$ cat config.mk
export PLATFORM = sky130hd
export DESIGN_NAME = isolated_range_point_filter
export DESIGN_NICKNAME = d
export VERILOG_FILES = /design/src/irpf_pkg.sv /design/src/isolated_range_point_filter.sv
export SDC_FILE = /design/constraint.sdc
export NUM_CORES = 1
export LEC_CHECK = 0
export CAP_MARGIN = 30
export CORE_ASPECT_RATIO = 0.7
export CORE_MARGIN = 4
export CORE_UTILIZATION = 30
export CTS_CLUSTER_SIZE = 20
export DETAILED_ROUTE_END_ITERATION = 10
export DONT_BUFFER_PORTS = 1
export GPL_ROUTABILITY_DRIVEN = 0
export PLACE_DENSITY_LB_ADDON = 0.12
export SYNTH_ARGS = -nofsm -noshare
export SYNTH_HDL_FRONTEND = slang
export SYNTH_SLANG_ARGS = --single-unit
$ cat constraint.sdc
create_clock -name clk -period 5.55 [get_ports clk]
set_input_delay 0.8325 -clock clk [delete_from_list [all_inputs] [get_ports clk]]
set_output_delay 0.8325 -clock clk [all_outputs]
set_load 0.005 [all_outputs]
$ cat src/irpf_pkg.sv
// ----------------------------------------------------------------------------
// irpf_pkg
// Shared constants for the isolated range point filter: parameter defaults,
// register map and register reset values.
// ----------------------------------------------------------------------------
package irpf_pkg;

  localparam int DEF_MAX_BEAMS  = 4096;
  localparam int DEF_RANGE_BITS = 16;

  localparam int ADDR_BITS = 5;
  localparam int DATA_BITS = 32;

  typedef enum logic [2:0] {
    REG_NEAR_LIMIT  = 3'd0,
    REG_ISO_THRESH  = 3'd1,
    REG_SKIP_START  = 3'd2,
    REG_SKIP_END    = 3'd3,
    REG_BEAMS       = 3'd4,
    REG_VALID_MIN   = 3'd5,
    REG_VALID_MAX   = 3'd6,
    REG_WARMUP      = 3'd7
  } reg_index_t;

  localparam logic [15:0] RST_NEAR_LIMIT = 16'd2000;
  localparam logic [15:0] RST_ISO_THRESH = 16'd50;
  localparam logic [11:0] RST_SKIP_START = 12'd2;
  localparam logic [11:0] RST_SKIP_END   = 12'd2;
  localparam logic [12:0] RST_BEAMS      = 13'd1024;
  localparam logic [15:0] RST_VALID_MIN  = 16'd0;
  localparam logic [15:0] RST_VALID_MAX  = 16'd65534;
  localparam logic [7:0]  RST_WARMUP     = 8'd1;

endpackage

$ cat src/isolated_range_point_filter.sv
// ----------------------------------------------------------------------------
// isolated_range_point_filter
// Three-sample window over a beam stream; zeroes near, in-window beams that
// stand apart from both neighbors. Results queue in a four-word buffer.
// A beam's result is written to the buffer when the next beam is taken.
// Throughput: one beam per cycle while two or fewer words wait, set by the
// window compare; the buffer absorbs the second result of a scan's last beam.
// Reset: synchronous, active high; clears window, counters, buffer and
// restores register defaults.
// ----------------------------------------------------------------------------
module isolated_range_point_filter
  import irpf_pkg::*;
#(
  parameter int MAX_BEAMS  = DEF_MAX_BEAMS,
  parameter int RANGE_BITS = DEF_RANGE_BITS
) (
  input  logic                  clk,
  input  logic                  rst,
  input  logic                  range_valid,
  output logic                  range_ready,
  input  logic [RANGE_BITS-1:0] range_mm,
  output logic                  result_valid,
  input  logic                  result_ready,
  output logic [RANGE_BITS-1:0] out_range_mm,
  output logic                  removed,
  output logic                  end_of_scan,
  input  logic                  psel,
  input  logic                  penable,
  input  logic                  pwrite,
  input  logic [ADDR_BITS-1:0]  paddr,
  input  logic [DATA_BITS-1:0]  pwdata,
  output logic [DATA_BITS-1:0]  prdata,
  output logic                  pready
);

  localparam int PW    = (MAX_BEAMS > 1) ? $clog2(MAX_BEAMS) : 1;
  localparam int NW    = (PW + 1 > 13) ? PW + 1 : 13;
  localparam int CW    = NW + 2;
  localparam int VW    = (RANGE_BITS > 16) ? RANGE_BITS : 16;
  localparam int DEPTH = 4;
  localparam int QW    = $clog2(DEPTH);

  typedef struct packed {
    logic [RANGE_BITS-1:0] range;
    logic                  rm;
    logic                  eos;
  } result_t;

  logic [15:0] near_limit;
  logic [15:0] iso_thresh;
  logic [11:0] skip_start;
  logic [11:0] skip_end;
  logic [12:0] beams;
  logic [15:0] valid_min;
  logic [15:0] valid_max;
  logic [7:0]  warmup;

  logic [RANGE_BITS-1:0] older;
  logic [RANGE_BITS-1:0] held;
  logic [PW-1:0]         pos;
  logic [7:0]            scans;

  result_t       queue [DEPTH];
  logic [QW-1:0] wptr;
  logic [QW-1:0] rptr;
  logic [QW:0]   count;

  logic                  cfg_wr;
  reg_index_t            cfg_sel;
  logic [NW-1:0]         n_eff;
  logic                  is_last;
  logic                  has_prev;
  logic                  in_window;
  logic                  in_valid_range;
  logic [RANGE_BITS-1:0] diff_prev;
  logic [RANGE_BITS-1:0] diff_next;
  logic                  rm;
  result_t               res_prev;
  result_t               res_last;
  logic                  take;
  logic                  give;
  logic [1:0]            npush;

  assign pready  = 1'b1;
  assign cfg_wr  = psel && penable && pwrite;
  assign cfg_sel = reg_index_t'(paddr[ADDR_BITS-1:2]);

  always_ff @(posedge clk) begin
    if (rst) begin
      near_limit <= RST_NEAR_LIMIT;
      iso_thresh <= RST_ISO_THRESH;
      skip_start <= RST_SKIP_START;
      skip_end   <= RST_SKIP_END;
      beams      <= RST_BEAMS;
      valid_min  <= RST_VALID_MIN;
      valid_max  <= RST_VALID_MAX;
      warmup     <= RST_WARMUP;
    end else if (cfg_wr) begin
      unique case (cfg_sel)
        REG_NEAR_LIMIT: near_limit <= pwdata[15:0];
        REG_ISO_THRESH: iso_thresh <= pwdata[15:0];
        REG_SKIP_START: skip_start <= pwdata[11:0];
        REG_SKIP_END:   skip_end   <= pwdata[11:0];
        REG_BEAMS:      beams      <= pwdata[12:0];
        REG_VALID_MIN:  valid_min  <= pwdata[15:0];
        REG_VALID_MAX:  valid_max  <= pwdata[15:0];
        REG_WARMUP:     warmup     <= pwdata[7:0];
        default: ;
      endcase
    end
  end

  always_comb begin
    unique case (cfg_sel)
      REG_NEAR_LIMIT: prdata = DATA_BITS'(near_limit);
      REG_ISO_THRESH: prdata = DATA_BITS'(iso_thresh);
      REG_SKIP_START: prdata = DATA_BITS'(skip_start);
      REG_SKIP_END:   prdata = DATA_BITS'(skip_end);
      REG_BEAMS:      prdata = DATA_BITS'(beams);
      REG_VALID_MIN:  prdata = DATA_BITS'(valid_min);
      REG_VALID_MAX:  prdata = DATA_BITS'(valid_max);
      REG_WARMUP:     prdata = DATA_BITS'(warmup);
      default:        prdata = '0;
    endcase
  end

  always_comb begin
    if (NW'(beams) > NW'(MAX_BEAMS)) begin
      n_eff = NW'(MAX_BEAMS);
    end else if (beams == '0) begin
      n_eff = NW'(1);
    end else begin
      n_eff = NW'(beams);
    end
  end

  assign is_last   = (CW'(pos) + CW'(1)) >= CW'(n_eff);
  assign has_prev  = (pos != '0);
  assign in_window = (CW'(pos) >= CW'(skip_start) + CW'(3)) &&
                     (CW'(pos) + CW'(skip_end) + CW'(3) <= CW'(n_eff));
  assign in_valid_range = (VW'(held) >= VW'(valid_min)) && (VW'(held) <= VW'(valid_max));
  assign diff_prev = (held > older) ? held - older : older - held;
  assign diff_next = (held > range_mm) ? held - range_mm : range_mm - held;

  assign rm = (scans >= warmup) && in_window && in_valid_range &&
              (VW'(held) < VW'(near_limit)) &&
              (VW'(diff_prev) > VW'(iso_thresh)) &&
              (VW'(diff_next) > VW'(iso_thresh));

  assign res_prev = '{range: rm ? '0 : held, rm: rm, eos: 1'b0};
  assign res_last = '{range: range_mm, rm: 1'b0, eos: 1'b1};

  assign range_ready  = (count <= (QW+1)'(DEPTH - 2));
  assign take         = range_valid && range_ready;
  assign result_valid = (count != '0);
  assign give         = result_valid && result_ready;
  assign npush        = take ? (2'(has_prev) + 2'(is_last)) : 2'd0;

  assign out_range_mm = queue[rptr].range;
  assign removed      = queue[rptr].rm;
  assign end_of_scan  = queue[rptr].eos;

  always_ff @(posedge clk) begin
    if (take) begin
      queue[wptr] <= has_prev ? res_prev : res_last;
      if (has_prev && is_last) begin
        queue[wptr + QW'(1)] <= res_last;
      end
    end
  end

  always_ff @(posedge clk) begin
    if (rst) begin
      wptr  <= '0;
      rptr  <= '0;
      count <= '0;
    end else begin
      wptr  <= wptr + QW'(npush);
      rptr  <= rptr + QW'(give);
      count <= count + (QW+1)'(npush) - (QW+1)'(give);
    end
  end

  always_ff @(posedge clk) begin
    if (rst) begin
      older <= '0;
      held  <= '0;
      pos   <= '0;
      scans <= '0;
    end else if (take) begin
      older <= held;
      held  <= range_mm;
      if (is_last) begin
        pos <= '0;
        if (scans != 8'hFF) begin
          scans <= scans + 8'd1;
        end
      end else begin
        pos <= pos + PW'(1);
      end
    end
  end

endmodule

### Yosys cells after proc, flatten, opt, wreduce, memory -nomap -nowiden

Memories as Yosys holds them, arrays and structs flattened. A register that Yosys moved wholly into a read port is not among the register bits.
Index checks and enable logic that the tools add are counted.

| word-level totals | value |
|---|---|
| bits in writable memories | 72 |
| memories kept | 1 |
| bits of input ports | 60 |
| output and inout port bits | 53 |
| flip-flop bits (word level) | 168 |
| logic and storage cells | 93 |

Memory list:

| name | depth | width | read ports | clocked after Yosys merged registers in | write ports | RTL line | source |
|---|---|---|---|---|---|---|---|
| queue | 4 | 18 | 1 | 1 | 2 | isolated_range_point_filter.sv:63 | `result_t queue [DEPTH];` |

| cells by class | value |
|---|---|
| equality and inequality tests | 8 |
| add/sub/neg operators | 16 |
| order comparisons | 13 |
| reductions and logical operators | 25 |
| muxes and demuxes | 15 |

Operators with widths:

| kind | number |
|---|---|
| 32-bit case mux with 8 select lines | 1 |
| 16-bit > comparator | 4 |
| 16-bit subtractor | 4 |
| 16-bit two-way mux | 3 |
| 13-bit two-way mux | 2 |
| 18-bit two-way mux | 1 |
| 16-bit greater-or-equal comparator | 1 |
| 16-bit less-or-equal comparator | 1 |
| 16-bit < comparator | 1 |
| 2-bit AND reduction | 8 |
| 13-bit by 2-bit adder with 14-bit output (second input constant) | 1 |
| 14-bit by 13-bit less-or-equal comparator with 1-bit output | 1 |
| 12-bit by 1-bit adder with 13-bit output (second input constant) | 1 |
| 12-bit by 12-bit adder with 13-bit output | 1 |
| 12-bit by 2-bit adder with 13-bit output (second input constant) | 1 |
| 12-bit by 13-bit greater-or-equal comparator with 1-bit output | 1 |
| 13-bit greater-or-equal comparator | 1 |
| 13-bit > comparator (second input constant) | 1 |
| 13-bit logical NOT | 1 |
| 12-bit by 1-bit adder with 12-bit output (second input constant) | 1 |
| 3-bit equality test (second input constant) | 4 |
| 1-bit logical AND | 12 |
| 12-bit two-way mux | 1 |
| 12-bit nonzero test | 1 |
| 17 further kinds | 23 |

### Depth between registers and ports, before layout

Gate-level depths: netlist of run 1.

| depth | value |
|---|---|
| depth in word-level cells | 12 |
| mapped depth | 26 |
| depth with buffers taken out | 23 |

### Least setup slack after synthesis of run 1

OpenSTA, ideal clock, no wires.

| timing path | value |
|---|---|
| kind | input-to-reg |
| start point | input port range_mm[13] |
| end point | memory queue[2][10] in the netlist's numbering, data pin |
| path buffers | 4 |
| data arrival time | 5.065 ns |
| setup slack | 0.228 ns |
| setup time | 0.257 ns |
| data required time | 5.293 ns |
| stages | 23 |
| cell sequence | inv_1 -> ha_1 -> clkbuf_1 -> nand4_1 -> nor2_1 -> o211ai_1 -> a21oi_2 -> buf_2 -> mux2i_1 -> a31oi_1 -> o21a_1 -> o31ai_1 -> xor2_1 -> ha_1 -> nand4_1 -> nor4_1 -> a2111oi_0 -> nand4_1 -> nor4_1 -> nand4_1 -> clkbuf_1 -> buf_2 -> a32o_1 |

RTL lines:

| element | RTL line | source |
|---|---|---|
| start: declaration | isolated_range_point_filter.sv:21 | `input logic [RANGE_BITS-1:0] range_mm,` |
| end: declaration | isolated_range_point_filter.sv:63 |  |

==> qor.csv, run 1 <==
metric;value;unit
outcome;finished, final reports clean;
wirelength;69700;um
cts_sinks;240;
dieArea;0.0623;sq mm
finalSetupTns;0;ps
path_class;reg2reg;
power_density;328;mW/mm^2
htree_levels;1;
mostFrequentLayoutCell;nand2_1;
grt_start_max_net_pins;143;
synth-main-ff-cell;dfxtp_1;
area_delta_synth_final;18.5;%
end_kind;register;
grt_first_pass_wirelength;102000;um
antenna_cells;0;
synth_area_leader_cell;dfxtp_1;
power;6.80;mW
fin_worst_skew;11.8;ps
yosysUniqueCellTypes;71;
holdWs;358;ps
start_util;0.306;
ys_seq_area_frac;0.311;
final_util;0.362;
stdcell_count;2945;
tightestPinTransition;979;ps
die_w;297;um
clk-insertion-delay-late;580;ps
portBuffers;0;
rows;73;
layout_common_cells;340 x nand2_1, 218 x ha_1, 213 x a21oi_1;
synth.top_cell.area_share;0.201;
slew_violations;0;
p_leak;8.43;nW
cts_buffer_depth;3;
core;0.0573;sq mm
antenna_found_initial;0;
nNetsFinal;2460;
wire_per_inst;23.7;um
drtIter0Drc;1499;
grt_usage;0.217;
cts-buffers-inserted;29;
max-vdd-ir-drop;0.265;mV
worstHoldPathType;in2reg;
drive_gt1_frac;0.149;
synth_edf_count;64;
ant_nets;0;
netlist_area;0.0175;sq mm
async_flop_share;0;
synthTopCellsByArea;dfxtp_1 20%, ha_1 16%, edfxtp_1 11%;
fmax;184;MHz
dp_hpwl;51300;um
synth.ff_latch_count;240;
num_vias;15936;
slew_headroom;0.345;
dp_cells;2878;
critPathRequiredTime;5880;ps
yosysWarnings;0;
drc;0;
syn_avg_cell_area;8.43;sq um
drtPass1Iterations;5;
cts_root_buffer;clkbuf_16;
clk_pin_slew;60;ps
die_y;210;um
cp_max_fo;11;
overflow;0;
min_period;5430;ps
maxCapViolations;0;
start_kind;register;
synth_cells;2075;
finalSetupViolCount;0;
period_share;0.978;
finalHoldViolCount;0;
via_per_inst;5.41;
tritoncts;built;
grt_pass1_vias;15009;
ios;113;
crit_arrival;5760;ps
[final timing paths]
check                              from                         end  slack [ps]  cells past startpoint
min reg2reg  iso_thresh[6]$_SDFFE_PP0P_  iso_thresh[6]$_SDFFE_PP0P_         460                      2
max               held[13]$_SDFFE_PP0P_       queue[0][7]$_DFFE_PP_         120                     23
max reg2reg       held[13]$_SDFFE_PP0P_       queue[0][7]$_DFFE_PP_         120                     23
min                                 rst         pos[1]$_SDFFE_PP0P_         360                      1
[logic make-up after synthesis]
group                      Yosys count  share of synthesized area
xor gates and xnor gates            67                     0.0335
AOI/OAI and AO/OA                  549                      0.204
buffers and inverters              295                     0.0691
other                                2                   0.000429
adders and majority gates          226                      0.164
muxes                               68                     0.0571
DFF                                240                      0.311
and+or+nand+nor                    628                      0.161
[layer usage]
layer	wire length (um)	up-vias	track usage	share of wire
met2	27000	546	0.290	0.39
met1	36000	7750	0.355	0.52
met4	1090	0	0.0374	0.016
li1	-	7578	-	-
met5	0	-	0	0
met3	5670	62	0.0397	0.081
[worst max-delay path, cell delays in order (launching register included)]
cell	delay [ps]
dfxtp_1	350
buf_4	280
ha_1	340
nand4_1	200
inv_1	70
a221oi_2	340
a21oi_2	130
buf_6	150
mux2i_4	180
a221oi_2	260
buf_4	180
o31ai_4	70
a221oi_2	250
xnor2_1	160
ha_1	260
nand4_1	180
nor4_4	100
a2111oi_2	290
nand4_1	190
nor4_4	290
nand4_1	210
buf_12	230
clkbuf_16	180
a32o_1	250
[stage by stage]
step | cell area [sq um] | setup slack [ps]
2_1_floorplan | 17600 | 228
3_3_place_gp | 19200 | -618
3_5_place_dp | 19300 | -667
4_1_cts | 20300 | 104
5_1_grt | 20700 | -62.6
6_report | 20700 | 122
[synth_stat cells (4+ instances only)]
cell	number
clkbuf_2	7
nand2b_1	17
o21a_1	7
a211oi_1	5
o211ai_1	32
a22oi_1	6
a31oi_1	13
or2_2	5
o2111ai_1	5
nor3_1	21
nor4b_1	7
nor3b_1	4
mux4_2	24
o21bai_1	7
a32o_1	65
mux2_2	11
nor2_1	101
xnor2_1	41
ha_1	220
a21oi_1	217
and2_1	7
nand4_1	32
nand3_1	28
o22ai_1	9
nor2b_1	23
buf_2	14
fa_1	6
a22o_1	5
edfxtp_1	64
xor2_1	26
inv_1	164
clkbuf_1	79
buf_4	18
mux2i_1	32
a21o_1	49
o31ai_1	5
a221oi_1	8
dfxtp_1	176
o21ai_0	90
nor4_1	11
buf_1	10
a2111oi_0	4
and3_1	15
nand2_1	341
or3_1	8
[flip-flops by register name, summed over array words and instances (netlist names), 12 cells and up]
signal,count
valid_max,16
skip_start,12
valid_min,16
beams,13
queue,72
iso_thresh,16
skip_end,12
near_limit,16
older,16
held,16
pos,12
[timing repair]
item / CTS / global route
gates resized for setup: 24 / 62
hold buffers: 0 / 0
pin swaps: 12 / 24
setup buffers: 3 / 5
cloned: 1 / 6
setup endpoints to repair: 68 / 68
[report_power, final]
part	switching, mW	internal (mW)
Combinational	1.57	1.33
Clock	0.831	1.08
Sequential	0.0738	1.92
Total	2.47	4.33
[layout make-up]
cell class	count	area (sq um)
fill	5798	36500
clock buffer	42	792
clock inverter	10	110
tap	750	938
sequential	240	5450
inverter	166	623
multi-input combinational	1555	11200
timing repair buffer	182	1580
Note: power is estimated with default switching activity, not from simulation.
==> run 2: changes to the inputs <==
- PLACE_DENSITY_LB_ADDON: 0.12 -> not set
- RECOVER_POWER: not set -> 50
==> run 2 against run 1 <==
  * The run now ends with capacitance limit, slew limit left
  * Sequential cell count unchanged
  * First-iteration DRC count rose by 22%
  * Cell area is 4.8% lower
  * Sequential share of layout area is 1.3 points higher
  * Worst hold slack gained 16 ps
  * Utilization fell by 1.7 points
  * Non-clock buffer count is 74 lower
  * Critical path depth unchanged
  * Sequential power is essentially flat
  * Critical endpoint is now queue[2][8]$_DFFE_PP_
  * Maximum frequency is 0.95% higher
  * Highest routed layer unchanged
==> qor.csv, run 2 (synthesis gave the netlist of run 1 again) <==
metric;value;unit;change
finalSetupTns;0;ps;unchanged
p_leak;7.92;nW;-6.0%
grt_first_pass_wirelength;93900;um;-7.7%
dieArea;0.0623;sq mm;unchanged
path_class;reg2reg;;
rows;73;;unchanged
wire_per_inst;21.8;um;-7.9%
drtPass1Iterations;6;;+1
clk-insertion-delay-late;570;ps;about the same
hold_buffers;0;;unchanged
die_y;210;um;unchanged
cts_sinks;240;;unchanged
drive_gt1_frac;0.103;;-0.0464
mostFrequentLayoutCell;nand2_1;;
dp_hpwl;46400;um;-9.5%
via_per_inst;5.55;;+2.6%
crit_slowest_cell;dfxtp_1;;
crit_arrival;5690;ps;-70 ps
fin_worst_skew;14.1;ps;+2.32 ps
nNetsFinal;2384;;-3.1%
drc;0;;unchanged
portBuffers;0;;unchanged
cts_root_buffer;clkbuf_16;;
cp_max_fo;17;;+6
failed_checks;capacitance limit, slew limit;;
min_period;5380;ps;-51.0 ps
final_util;0.345;;-0.0173
fmax;186;MHz;+0.95%
layout_common_cells;340 x nand2_1, 220 x ha_1, 214 x a21oi_1;;
period_share;0.969;;-0.00919
cts_buffer_depth;3;;unchanged
reg2reg_from;held[9]$_SDFFE_PP0P_;;
end_kind;register;;
overflow;0;;unchanged
largest_register;queue;;
critPathRequiredTime;5870;ps;about the same
die_w;297;um;unchanged
ios;113;;unchanged
largest_register_ffs;72;;unchanged
grt_start_max_net_pins;143;;unchanged
worstHoldPathCells;1;;unchanged
gr-usage-met3;0.0505;;+0.0107
start_kind;register;;
wirelength;62500;um;-10%
slew_headroom;-0.401;;-0.746
maxCapViolations;2;;+2
slew_violations;57;;+57
finalHoldViolCount;0;;unchanged
r2r_cells;23;;unchanged
cts-buffers-inserted;27;;-6.9%
core;0.0573;sq mm;unchanged
regToRegSetupSlack;170;ps;+50 ps
worstHoldPathType;in2reg;;
max-vdd-ir-drop;0.292;mV;+10%
power;6.42;mW;-5.6%
use_met1;0.301;;-0.0544
drtIter0Drc;1835;;+22%
area_delta_synth_final;12.9;%;
antenna_found_initial;1;;+1
htree_levels;1;;unchanged
tritoncts;built;;
outcome;finished, violations left;;
power_density;325;mW/mm^2;-0.87%
tightestPinTransition;2100;ps;+1120 ps
grt_use_met2;0.273;;-0.0166
num_vias;15908;;-0.18%
placed_area;0.0187;sq mm;-2.7%
start_util;0.306;;unchanged
min_from;rst;;
grt_pass1_vias;15065;;+0.37%
ant_nets;0;;unchanged
postLayoutCellArea;0.0198;sq mm;-4.8%
finalSetupViolCount;0;;unchanged
antenna_cells;0;;unchanged
grt.busiest_layer;met1;;
clk_pin_slew;70;ps;about the same
path_cells;buf_4, ha_1, a21oi_1, o21ai_0, a221oi_2, a21oi_2, buf_4, mux2i_1, a221oi_1, buf_4, o31ai_2, a221oi_2, xnor2_1, ha_1, nand4_1, nor4_1, a2111oi_2, nand4_1, nor4_2, nand4_1, buf_6, clkbuf_16, a32o_1;;
reg2reg_to;queue[2][8]$_DFFE_PP_;;
grt_usage;0.195;;-0.0213
crit_path_max_incr_delay;400;ps;+50 ps
whs_endpoint;pos[0]$_SDFFE_PP0P_;;
## run 2: cell count changes in the layout (fill, tap and decap cells not counted), sizes merged
cell	change
buf	-77
clkbuf	-6
inv	+3
clkinv	+2
bufinv	-1
clkinvlp	-1
## run 2: final cells by class
type,instances,area [sq um]
timing repair buffer,108,881
fill,5781,37500
tap,750,938
sequential,240,5450
clock buffer,33,718
clock inverter,13,110
inverter,166,623
multi-input combinational,1555,11000
## run 2: how the worst max path moves through the flow
stage / from / to / slack [ps] / cells past startpoint
6_report: held[9]$_SDFFE_PP0P_ / queue[2][8]$_DFFE_PP_ / 170 / 23
5_1_grt: held[11]$_SDFFE_PP0P_ / queue[0][6]$_DFFE_PP_ / -90 / 23
4_1_cts: held[0]$_SDFFE_PP0P_ / queue[2][4]$_DFFE_PP_ / 5 / 25
3_5_place_dp: range_mm[11] / queue[0][11]$_DFFE_PP_ / -240 / 22
3_3_place_gp: held[0]$_SDFFE_PP0P_ / queue[3][11]$_DFFE_PP_ / -190 / 27
2_1_floorplan: range_mm[13] / queue[2][10]$_DFFE_PP_ / 230 / 23
## run 2: stage by stage
stage	hold WS, ps	setup WS (ps)	instances
final	374	173	2865
after global routing	351	-87.0	2865
after CTS	340	5.07	2861
after detailed placement	444	-239	2812
after global placement	435	-191	2810
after floorplan	420	228	2090
## run 2: critical path, delay by kind of cell, from the launching register on
kind            cells  cell delay (ps)
buf+inv             5              990
mux                 1              130
fa+ha+maj           2              550
simple gates        5              810
xor+xnor            1              160
compound gates      9             2070
flops               1              400
## run 2: routing by layer
| metal | vias to the layer above | wire, um |
|---|---|---|
| met5 | - | 0 |
| met4 | 0 | 1110 |
| met3 | 68 | 7610 |
| met2 | 775 | 24700 |
| met1 | 7640 | 29000 |
| li1 | 7425 | - |
## run 2: power by group
group | switching [mW] | internal (mW) | leakage (nW) | total, mW
clock network | 0.802 | 0.969 | 0.412 | 1.77
logic | 1.48 | 1.17 | 5.55 | 2.65
registers | 0.0779 | 1.92 | 1.96 | 2.00
## run 2: what timing repair did
action                                  4_1_cts  5_1_grt
endpoints found under the setup margin       68       68
pin swaps                                     4       11
cloned                                        1        1
buffers inserted                              2        3
resized for setup                             8       21
